[config.mk]
export PLATFORM = sky130hd
export DESIGN_NAME = bitbang_serial_master_top
export DESIGN_NICKNAME = d
export VERILOG_FILES = /design/src/hdl/bsm_pkg.sv /design/src/hdl/bsm_ctrl.sv /design/src/hdl/bsm_dpath.sv /design/src/hdl/bitbang_serial_master_top.sv
export VERILOG_INCLUDE_DIRS = /design/src /design/src/hdl
export SDC_FILE = /design/constraint.sdc
export NUM_CORES = 1
export LEC_CHECK = 0
export BUFFER_PORTS_ARGS = -buffer_cell sky130_fd_sc_hd__buf_2
export CORE_AREA = 5 5 114 116
export DETAILED_ROUTE_END_ITERATION = 6
export DIE_AREA = 0 0 119 121
export PLACE_DENSITY = 0.74
export REMOVE_ABC_BUFFERS = 1
export SYNTH_ARGS = -nofsm -noshare
export SYNTH_HDL_FRONTEND = slang
export SYNTH_SLANG_ARGS = --single-unit
export TNS_END_PERCENT = 50
[constraint.sdc]
create_clock -name i_clk -period 3 [get_ports i_clk]
set_input_delay 0.3 -clock i_clk [delete_from_list [all_inputs] [get_ports i_clk]]
set_output_delay 0.3 -clock i_clk [all_outputs]
set_load 0.05 [all_outputs]
[src/hdl/bitbang_serial_master_top_assert.svh]
// assertion macros used by the serial master datapath
`ifndef BITBANG_SERIAL_MASTER_TOP_ASSERT_SVH
`define BITBANG_SERIAL_MASTER_TOP_ASSERT_SVH

// same-cycle implication, held off during reset
`define BSM_ASSERT_IMP(lbl, clk, rstn, ante, cons) \
    lbl: assert property (@(posedge clk) disable iff (!(rstn)) (ante) |-> (cons)) \
        else $error("bsm check failed");

// next-cycle implication, held off during reset
`define BSM_ASSERT_NXT(lbl, clk, rstn, ante, cons) \
    lbl: assert property (@(posedge clk) disable iff (!(rstn)) (ante) |=> (cons)) \
        else $error("bsm check failed");

`endif

[src/hdl/bsm_pkg.sv]
// ----------------------------------------------------------------------------
// bsm_pkg
// Shared types and constants of the bit-bang serial master.
// ----------------------------------------------------------------------------
`default_nettype none

package bsm_pkg;

    // widths of the command fields and registers
    localparam int unsigned DATA_W  = 32;
    localparam int unsigned OP_W    = 4;
    localparam int unsigned CNT_W   = 6;
    localparam int unsigned IDX_W   = 5;
    localparam int unsigned CFG_W   = 6;
    localparam int unsigned CFGA_W  = 2;

    // largest transfer length in bits
    localparam logic [CNT_W-1:0] MAX_BITS = 6'd32;

    // command codes
    typedef enum logic [OP_W-1:0] {
        OP_START  = 4'd0,
        OP_STOP   = 4'd1,
        OP_XFER   = 4'd2,
        OP_WRITE  = 4'd3,
        OP_READ   = 4'd4,
        OP_RDBIT  = 4'd5,
        OP_WRBIT  = 4'd6,
        OP_TICKS  = 4'd7,
        OP_DATA   = 4'd8,
        OP_CLK    = 4'd9,
        OP_CS     = 4'd10,
        OP_SAMPLE = 4'd11
    } t_opcode;

    // configuration register indexes
    typedef enum logic [CFGA_W-1:0] {
        CFG_BIT_COUNT  = 2'd0,
        CFG_THREE_WIRE = 2'd1,
        CFG_SPEED      = 2'd2,
        CFG_OPEN_DRAIN = 2'd3
    } t_cfg_index;

    // controller to datapath commands
    typedef struct packed {
        logic load;
        logic step;
        logic finish;
    } t_bsm_cmd;

    // datapath to controller status
    typedef struct packed {
        logic done;
        logic out_free;
    } t_bsm_sts;

endpackage

`default_nettype wire

[src/hdl/bsm_ctrl.sv]
// ----------------------------------------------------------------------------
// bsm_ctrl
// Command sequencer: accepts a command, runs the bit loop, commits the result.
// ----------------------------------------------------------------------------
`default_nettype none

module bsm_ctrl (
    input  wire                    i_clk,
    input  wire                    i_rst_n,
    input  wire                    i_in_valid,
    output logic                   o_in_ready,
    input  wire bsm_pkg::t_bsm_sts i_sts,
    output bsm_pkg::t_bsm_cmd      o_cmd
);
    import bsm_pkg::*;

    typedef enum logic [1:0] {
        S_IDLE  = 2'b01,
        S_SHIFT = 2'b10
    } t_state;

    t_state r_state;
    t_state n_state;

    // command decode and next state
    always_comb begin
        o_in_ready = (r_state == S_IDLE);
        o_cmd      = '0;
        n_state    = r_state;
        case (r_state)
            S_IDLE: begin
                if (i_in_valid) begin
                    o_cmd.load = 1'b1;
                    n_state    = S_SHIFT;
                end
            end
            S_SHIFT: begin
                if (!i_sts.done) begin
                    o_cmd.step = 1'b1;
                end else if (i_sts.out_free) begin
                    o_cmd.finish = 1'b1;
                    n_state      = S_IDLE;
                end
            end
            default: begin
                n_state = S_IDLE;
            end
        endcase
    end

    // state register
    always_ff @(posedge i_clk) begin
        if (!i_rst_n) begin
            r_state <= S_IDLE;
        end else begin
            r_state <= n_state;
        end
    end

endmodule

`default_nettype wire

[src/hdl/bsm_dpath.sv]
// ----------------------------------------------------------------------------
// bsm_dpath
// Datapath: config registers, sample shifter, line state and result register.
// ----------------------------------------------------------------------------
`default_nettype none

module bsm_dpath (
    input  wire                          i_clk,
    input  wire                          i_rst_n,
    input  wire                          i_cfg_wr_en,
    input  wire [bsm_pkg::CFGA_W-1:0]    i_cfg_index,
    input  wire [bsm_pkg::CFG_W-1:0]     i_cfg_data,
    input  wire [bsm_pkg::OP_W-1:0]      i_opcode,
    input  wire [bsm_pkg::DATA_W-1:0]    i_operand_value,
    input  wire [bsm_pkg::DATA_W-1:0]    i_line_samples,
    input  wire                          i_out_ready,
    input  wire bsm_pkg::t_bsm_cmd       i_cmd,
    output bsm_pkg::t_bsm_sts            o_sts,
    output logic                         o_out_valid,
    output logic [bsm_pkg::DATA_W-1:0]   o_read_data,
    output logic                         o_clock_level,
    output logic                         o_data_level,
    output logic                         o_select_level,
    output logic                         o_data_released
);
    import bsm_pkg::*;

    `include "bitbang_serial_master_top_assert.svh"

    // configuration
    logic [CNT_W-1:0]  r_bit_count;
    logic              r_three_wire;

    // command held during the bit loop
    t_opcode           r_op;
    logic [DATA_W-1:0] r_val;
    logic [DATA_W-1:0] r_smp;
    logic [DATA_W-1:0] r_word;
    logic [CNT_W-1:0]  r_left;
    logic [CNT_W-1:0]  n_left;
    logic [CNT_W-1:0]  w_eff;
    logic [IDX_W-1:0]  w_idx;

    // line state
    logic r_clk_line, r_dat_line, r_sel_line, r_dat_in;
    logic n_clk_line, n_dat_line, n_sel_line, n_dat_in;

    // result register
    logic              r_out_valid;
    logic [DATA_W-1:0] r_out_data;

    // configuration writes; speed and drive mode leave logical levels alone
    always_ff @(posedge i_clk) begin
        if (!i_rst_n) begin
            r_bit_count  <= 6'd8;
            r_three_wire <= 1'b1;
        end else if (i_cfg_wr_en) begin
            case (t_cfg_index'(i_cfg_index))
                CFG_BIT_COUNT:  r_bit_count  <= i_cfg_data;
                CFG_THREE_WIRE: r_three_wire <= i_cfg_data[0];
                CFG_SPEED:      ;
                CFG_OPEN_DRAIN: ;
                default:        ;
            endcase
        end
    end

    // transfer length clamped into one to max bits
    always_comb begin
        if (r_bit_count == '0) begin
            w_eff = 6'd1;
        end else if (r_bit_count > MAX_BITS) begin
            w_eff = MAX_BITS;
        end else begin
            w_eff = r_bit_count;
        end
    end

    // bits to sample for the incoming command
    always_comb begin
        case (t_opcode'(i_opcode))
            OP_XFER, OP_READ:    n_left = w_eff;
            OP_RDBIT, OP_SAMPLE: n_left = 6'd1;
            default:             n_left = '0;
        endcase
    end

    assign w_idx = r_left[IDX_W-1:0] - 5'd1;

    // sample shifter, first sample from the top used bit
    always_ff @(posedge i_clk) begin
        if (!i_rst_n) begin
            r_left <= '0;
        end else if (i_cmd.load) begin
            r_left <= n_left;
        end else if (i_cmd.step) begin
            r_left <= r_left - 6'd1;
        end
    end

    always_ff @(posedge i_clk) begin
        if (i_cmd.load) begin
            r_op   <= t_opcode'(i_opcode);
            r_val  <= i_operand_value;
            r_smp  <= i_line_samples;
            r_word <= '0;
        end else if (i_cmd.step) begin
            r_word <= {r_word[DATA_W-2:0], r_smp[w_idx]};
        end
    end

    // line levels after the held command
    always_comb begin
        n_clk_line = r_clk_line;
        n_dat_line = r_dat_line;
        n_sel_line = r_sel_line;
        n_dat_in   = r_dat_in;
        case (r_op)
            OP_START: begin
                n_clk_line = 1'b0;
                n_dat_line = 1'b1;
            end
            OP_STOP: begin
                n_clk_line = 1'b1;
                n_dat_line = 1'b1;
            end
            OP_XFER, OP_WRITE, OP_WRBIT: begin
                n_dat_line = r_val[0];
                n_dat_in   = 1'b0;
                n_clk_line = 1'b0;
            end
            OP_READ, OP_RDBIT: begin
                if (!r_three_wire) n_dat_in = 1'b1;
                n_clk_line = 1'b0;
            end
            OP_TICKS: begin
                if (r_val != '0) n_clk_line = 1'b0;
            end
            OP_DATA: begin
                n_dat_line = r_val[0];
                n_dat_in   = 1'b0;
            end
            OP_CLK: begin
                n_clk_line = r_val[0];
            end
            OP_CS: begin
                n_sel_line = r_val[0];
            end
            OP_SAMPLE: begin
                if (!r_three_wire) n_dat_in = 1'b1;
            end
            default: ;
        endcase
    end

    // commit line state
    always_ff @(posedge i_clk) begin
        if (!i_rst_n) begin
            r_clk_line <= 1'b0;
            r_dat_line <= 1'b0;
            r_sel_line <= 1'b0;
            r_dat_in   <= 1'b0;
        end else if (i_cmd.finish) begin
            r_clk_line <= n_clk_line;
            r_dat_line <= n_dat_line;
            r_sel_line <= n_sel_line;
            r_dat_in   <= n_dat_in;
        end
    end

    // result register
    always_ff @(posedge i_clk) begin
        if (!i_rst_n) begin
            r_out_valid <= 1'b0;
        end else if (i_cmd.finish) begin
            r_out_valid <= 1'b1;
        end else if (i_out_ready) begin
            r_out_valid <= 1'b0;
        end
    end

    always_ff @(posedge i_clk) begin
        if (i_cmd.finish) begin
            r_out_data <= r_word;
        end
    end

    assign o_sts.done      = (r_left == '0);
    assign o_sts.out_free  = !r_out_valid || i_out_ready;
    assign o_out_valid     = r_out_valid;
    assign o_read_data     = r_out_data;
    assign o_clock_level   = r_clk_line;
    assign o_data_level    = r_dat_line;
    assign o_select_level  = r_sel_line;
    assign o_data_released = r_dat_in;

    // checks
    `BSM_ASSERT_IMP(a_step_needs_bits, i_clk, i_rst_n, i_cmd.step, r_left != '0)
    `BSM_ASSERT_IMP(a_finish_needs_room, i_clk, i_rst_n, i_cmd.finish, !r_out_valid || i_out_ready)
    `BSM_ASSERT_NXT(a_finish_gives_result, i_clk, i_rst_n, i_cmd.finish, r_out_valid)
    `BSM_ASSERT_IMP(a_left_in_range, i_clk, i_rst_n, 1'b1, r_left <= MAX_BITS)

endmodule

`default_nettype wire

[src/hdl/bitbang_serial_master_top.sv]
// ----------------------------------------------------------------------------
// bitbang_serial_master_top
// Command-driven bit-bang serial master: sequencer plus datapath.
// ----------------------------------------------------------------------------
// The sample shifter takes one bit a cycle (n bits: the clamped bit_count for
// xfer and read, 1 for rdbit and sample, 0 otherwise), then the commit puts
// the line levels into the line state and the sampled word into the result
// register once the output is free. The input is ready again in the cycle
// after the commit. A new command is taken while the previous result beat
// still waits at the output, but its commit then waits until that beat has
// been taken. Configuration writes must be made only while the block is idle;
// the block itself does not enforce this. Speed and open_drain are held
// nowhere, as they change no logical level.
`default_nettype none

module bitbang_serial_master_top (
    input  wire                          i_clk,
    input  wire                          i_rst_n,
    input  wire                          i_cfg_wr_en,
    input  wire [bsm_pkg::CFGA_W-1:0]    i_cfg_index,
    input  wire [bsm_pkg::CFG_W-1:0]     i_cfg_data,
    input  wire                          i_in_valid,
    output logic                         o_in_ready,
    input  wire [bsm_pkg::OP_W-1:0]      i_opcode,
    input  wire [bsm_pkg::DATA_W-1:0]    i_operand_value,
    input  wire [bsm_pkg::DATA_W-1:0]    i_line_samples,
    output logic                         o_out_valid,
    input  wire                          i_out_ready,
    output logic [bsm_pkg::DATA_W-1:0]   o_read_data,
    output logic                         o_clock_level,
    output logic                         o_data_level,
    output logic                         o_select_level,
    output logic                         o_data_released
);
    import bsm_pkg::*;

    t_bsm_cmd w_cmd;
    t_bsm_sts w_sts;

    // sequencer
    bsm_ctrl u_ctrl (
        .i_clk      (i_clk),
        .i_rst_n    (i_rst_n),
        .i_in_valid (i_in_valid),
        .o_in_ready (o_in_ready),
        .i_sts      (w_sts),
        .o_cmd      (w_cmd)
    );

    // datapath
    bsm_dpath u_dpath (
        .i_clk           (i_clk),
        .i_rst_n         (i_rst_n),
        .i_cfg_wr_en     (i_cfg_wr_en),
        .i_cfg_index     (i_cfg_index),
        .i_cfg_data      (i_cfg_data),
        .i_opcode        (i_opcode),
        .i_operand_value (i_operand_value),
        .i_line_samples  (i_line_samples),
        .i_out_ready     (i_out_ready),
        .i_cmd           (w_cmd),
        .o_sts           (w_sts),
        .o_out_valid     (o_out_valid),
        .o_read_data     (o_read_data),
        .o_clock_level   (o_clock_level),
        .o_data_level    (o_data_level),
        .o_select_level  (o_select_level),
        .o_data_released (o_data_released)
    );

endmodule

`default_nettype wire

* Word level (Yosys, flattened, before mapping)
Index checks and enable logic that the tools add are counted.
Operators by class: $add $sub $neg 2, order comparisons 2, equal/unequal tests 23, multiplexer cells 24, reduce and logical (&&, ||, !) cells 25
Operators with widths (number):
- $reduce_bool A32 Y1 | 1
- $eq A4 B3 Y1 const B | 6
- $mux W6 | 4
- $eq A4 B4 Y1 const B | 5
- $eq A4 B2 Y1 const B | 3
- $logic_not A6 Y1 | 2
- $pmux W6 S2 | 1
- $mux W1 | 10
- $reduce_and A3 Y1 | 3
- $mux W2 | 4
- $reduce_and A2 Y1 | 4
- $reduce_bool A2 Y1 | 4
- $gt A6 B6 Y1 const B | 1
- $lt A5 B6 Y1 const B | 1
- $ne A2 B1 Y1 const B | 3
- $reduce_or A2 Y1 | 3
- $reduce_or A6 Y1 | 1
- $sub A6 B1 Y6 const B | 1
- $bmux W1 S5 | 1
- $sub A5 B1 Y5 const B | 1
- $eq A2 B1 Y1 const B | 2
- $eq A4 B1 Y1 const B | 1
- $logic_not A4 Y1 | 1
- $ne A2 B2 Y1 const B | 2
- 10 further kinds | 11
Word-level totals: bits in registers 152, input bits 81, output and inout bits 38

* Logic depth before layout (Yosys ltp)
depth in word-level cells 7, gate-level depth with buffers 9, depth with buffers taken out 7

* Hierarchy
A second synthesis with hierarchy kept.
Unflattened totals: cell total of the unflattened synthesis 359, area total of the unflattened synthesis 5545.3 µm²
By module, submodules not included:
- bsm_dpath | instances 1, cells an instance 348, area an instance 5452.7 µm², seq. area each 4003.8 µm²
- bsm_ctrl | instances 1, cells an instance 11, area an instance 92.6 µm², seq. area each 40.0 µm²

* Least setup slack after synthesis
No wires, ideal clock.
kind flip-flop to flip-flop, start register u_ctrl.r_state[1], end register u_ctrl.r_state[0], library setup time 0.116 ns, arrival 3.040 ns, path slack -0.156 ns, stages on the path, launching flop included 7, period minus slack after synthesis 3.156 ns, cell sequence dfxtp_1 nand3b_1 inv_1 buf_1 nor2_1 nor2_1 inv_1
Between the ends: cells in the longest elaborated chain, start to end 3
Ends and longest elaborated chain:
- start, declared | RTL line bsm_ctrl.sv:22 | t_state r_state;
- start signal, assigned | RTL line bsm_ctrl.sv:56 | r_state <= n_state;
- $eq A2 B2 Y1 / $eq A2 B1 Y1 (equally long branches) | RTL line bsm_ctrl.sv:30 | case (r_state)
- $ne A2 B1 Y1 (no source line) / $ne A2 B2 Y1 (equally long branches)
- $reduce_and A3 Y1 (no source line)
Parallel ways exist; a longest one is shown, timed or not. A chain may end at the register's enable or synchronous reset.

* Worst setup path in the final report
start register u_dpath.r_left[1], end register u_dpath.r_word[0]
Between the ends: cells in the longest elaborated chain, start to end 3
Ends and longest elaborated chain:
- start, declared | RTL line bsm_dpath.sv:39 | logic [CNT_W-1:0] r_left;
- start signal, assigned | RTL line bsm_dpath.sv:95 | r_left <= n_left;
- start signal, assigned | RTL line bsm_dpath.sv:97 | r_left <= r_left - 6'd1;
- $sub A5 B1 Y5 / $logic_not A6 Y1 (equally long branches) | RTL line bsm_dpath.sv:88, bsm_dpath.sv:188
- $bmux W1 S5 / $mux W1 (equally long branches) | RTL line bsm_dpath.sv:108, bsm_ctrl.sv:38
- $mux W1 (not written as such) / $mux W2 (equally long branches) | RTL line bsm_dpath.sv:108, bsm_ctrl.sv:30
- end signal, assigned | RTL line bsm_dpath.sv:108 | r_word <= {r_word[DATA_W-2:0], r_smp[w_idx]};
- end, declared | RTL line bsm_dpath.sv:38 | logic [DATA_W-1:0] r_word;
Parallel ways exist; a longest one is shown, timed or not. The select of a mux whose other input is x is not followed.

==> reports/summary.txt <==
Layout net count = 616
Drt wl/cell = 15.4 um
Endpoint type of the worst setup path = register
Worst r2r dst = u_dpath.r_word[0]
VDD IR max = 0.000456 V
Post-synth EDFFs = 100
Tightest Hold Check Type = in -> reg
Hold depth = 1
Status = finished, final reports clean
Critical path class = reg -> reg
Routed Wire Length = 10,700 um
Final min period = 2270 ps
Seq/Total Area, Yosys = 72.7%
Ratio of final minimum period to clock period = 75.8%
Clock Skew = 7.23 ps
Die Y = 121 um
Global route total overflow = 0
PD cells = 686 nW/um2
CTS Hold Bufs = 0
Share of layout cells above drive strength 1 = 31.3%
Main synth FF type = edfxtp_1
Port bufs = 118
GP Congestion = 0.770
Worst setup path start = u_dpath.r_left[1]
GRT Util Overall = 15.2%
Library cells used by synthesis = 51
Synth area leaders = edfxtp_1, dfxtp_1, nand2_1, mux4_2, nand3_1
Area growth from synthesis to layout = 24.2%
Die Width = 119 um
Vias in the first global route = 3,574
Warnings from Yosys = 0
Post-DP HPWL = 7380 um
Pre-antenna DRT Iters = 5
Cell Rows = 40
Slew margin rel. = 51.6%
Post-synth top area share = 54.0%
Placed Cells = 661
Total power = 4750 uW
First-pass GRT wire length = 16,800 um
Hold path endpoint = u_dpath.r_val[19]
R2R cell count = 7
Antenna-violating nets left = 0
Postcts setup bufs = 0
FF-to-FF Start = u_dpath.r_left[1]
CTS Buf Count = 17
Final setup fails = 0
Critical Path Fanout Max = 10
Initial antenna violation count = 0
Root Driver = clkbuf_16
Initial Util = 47.1%
Max-slew violation count = 0
Leading area contributor after synthesis = edfxtp_1
Drt initial violations = 200
DRC = 0
Clock latency on the worst-skew pair = 420 ps
Critical Path AT = 2580 ps
Ant diodes = 0
Clock transition at path regs = 60 ps
Slew at the pin closest to its max-slew limit = 723 ps
Worst-case clock buffer depth = 2
Max Cap Viol = 0
Pin count of the biggest net entering global routing = 38
Clock sink count = 152
Count of final hold-check violations = 0
Mapped Cells = 403
Die area = 14,400 um2
Most frequent cells in the layout = buf_2, edfxtp_1, nand2_1
Commonest non-fill, non-tap cell in the layout = buf_2
Post-DR vias/cell = 5.15
Core Box Area = 11,800 um2
Req. time, crit path = 3310 ps
Syn Area/Cell = 13.8 um2
Post-synth ARST share = 0%
#FFs+latches synth = 152
Fmax = 0.440 GHz
Finished Cell Area = 6910 um2
Synthesized cell area = 5570 um2
Worst R2R Setup Slack = 730 ps
Placed inst area = 6340 um2
Fill cells = 927
RSZ-0062 raised after global routing = no
CTS tree = built
Cts repair resizes = 0
Htree depth = 4
Leak = 0.00271 uW
Startpoint Class = register
Vias post-DR = 3,572
Min-Delay Startpoint = i_operand_value[19]
Io pins = 119
Non-filler cells, final = 693
==> layer usage <==
layer / track usage (%) / up-vias / wire (um)
met2: 24.5 / 127 / 5210
met4: 7.31 / 0 / 221
met3: 6.29 / 19 / 798
li1: - / 1757 / -
met1: 17.6 / 1669 / 4440
met5: 0 / - / 0
==> synthesized netlist by cell type (2+ instances only) <==
library cell  instances
edfxtp_1            100
nand2_1              74
dfxtp_1              52
nand3_1              25
a21oi_1              19
nor2_1               15
mux2i_1              11
clkbuf_1             10
inv_1                 9
nor4_1                8
mux4_2                7
nand2b_1              7
o21ai_0               6
nor3_1                5
nor2b_1               4
a31oi_1               3
xnor2_1               3
a211oi_1              2
a21o_2                2
a221oi_1              2
and3_1                2
ha_1                  2
nand3b_1              2
nand4_1               2
nor3b_1               2
o21bai_1              2
o221ai_1              2
or4_1                 2
==> cell type report <==
| cell class | count | area, um2 | area share [%] |
|---|---|---|---|
| well taps | 147 | 184 | 2.66 |
| flip-flops and latches | 152 | 4040 | 58.5 |
| clock inverters | 12 | 126 | 1.83 |
| multi-input cells | 229 | 1430 | 20.7 |
| repair buffers | 124 | 648 | 9.37 |
| clock buffers | 20 | 447 | 6.46 |
| inverters | 9 | 35.0 | 0.507 |
==> through the flow <==
step / TNS, ps / util, % / hold slack, ps / setup WS, ps
after floorplan: -10400 / - / 362 / -493
final: 0 / 58.5 / 51.3 / 727
after CTS: 0 / 58.5 / 33.9 / 698
after global placement: 0 / 53.7 / 439 / 770
after detailed placement: 0 / 53.7 / 446 / 712
after global routing: 0 / 58.5 / 34.1 / 601
==> critical path, cell delays in order, from the launching register on <==
cell	delay [ps]
dfxtp_1	350
inv_1	80
ha_1	550
mux2_1	380
a211o_1	300
a32oi_1	140
o221ai_1	130
a31o_1	230
==> worst max-delay path by stage <==
stage / depth (start not counted) / end
global route: 7 / u_dpath.r_word[0]
finish: 7 / u_dpath.r_word[0]
floorplan: 5 / u_dpath.r_left[4]
global placement: 7 / u_dpath.r_word[0]
detailed placement: 7 / u_dpath.r_word[0]
CTS: 7 / u_dpath.r_word[0]
==> kinds of logic (layout without fill, tap and decap cells) <==
family	count (synthesis)	in the layout	synth area share (%)
adders and majority gates	2	2	0.450
muxes	19	19	5.01
AOI/OAI and AO/OA	49	49	5.78
xor gates and xnor gates	4	4	0.630
buffers and inverters	22	165	1.64
DFF	152	152	72.7
and+or+nand+nor	155	155	13.8
==> where the power goes <==
group	internal (uW)	switching (uW)
combinational	147	199
sequential	2320	37.7
clock	1240	797
total	3710	1030
==> registers in the layout, indices dropped and copies added (netlist names) <==
| register | flops |
|---|---|
| u_dpath.o_data_released | 1 |
| u_dpath.r_left | 6 |
| u_dpath.o_clock_level | 1 |
| u_ctrl.r_state | 2 |
| u_dpath.o_read_data | 32 |
| u_dpath.r_smp | 32 |
| u_dpath.r_three_wire | 1 |
| u_dpath.r_word | 32 |
| u_dpath.r_bit_count | 6 |
| u_dpath.o_select_level | 1 |
| u_dpath.r_op | 4 |
| u_dpath.r_val | 32 |
| u_dpath.o_data_level | 1 |
| u_dpath.o_out_valid | 1 |
Note: power is estimated with default switching activity, not from simulation.
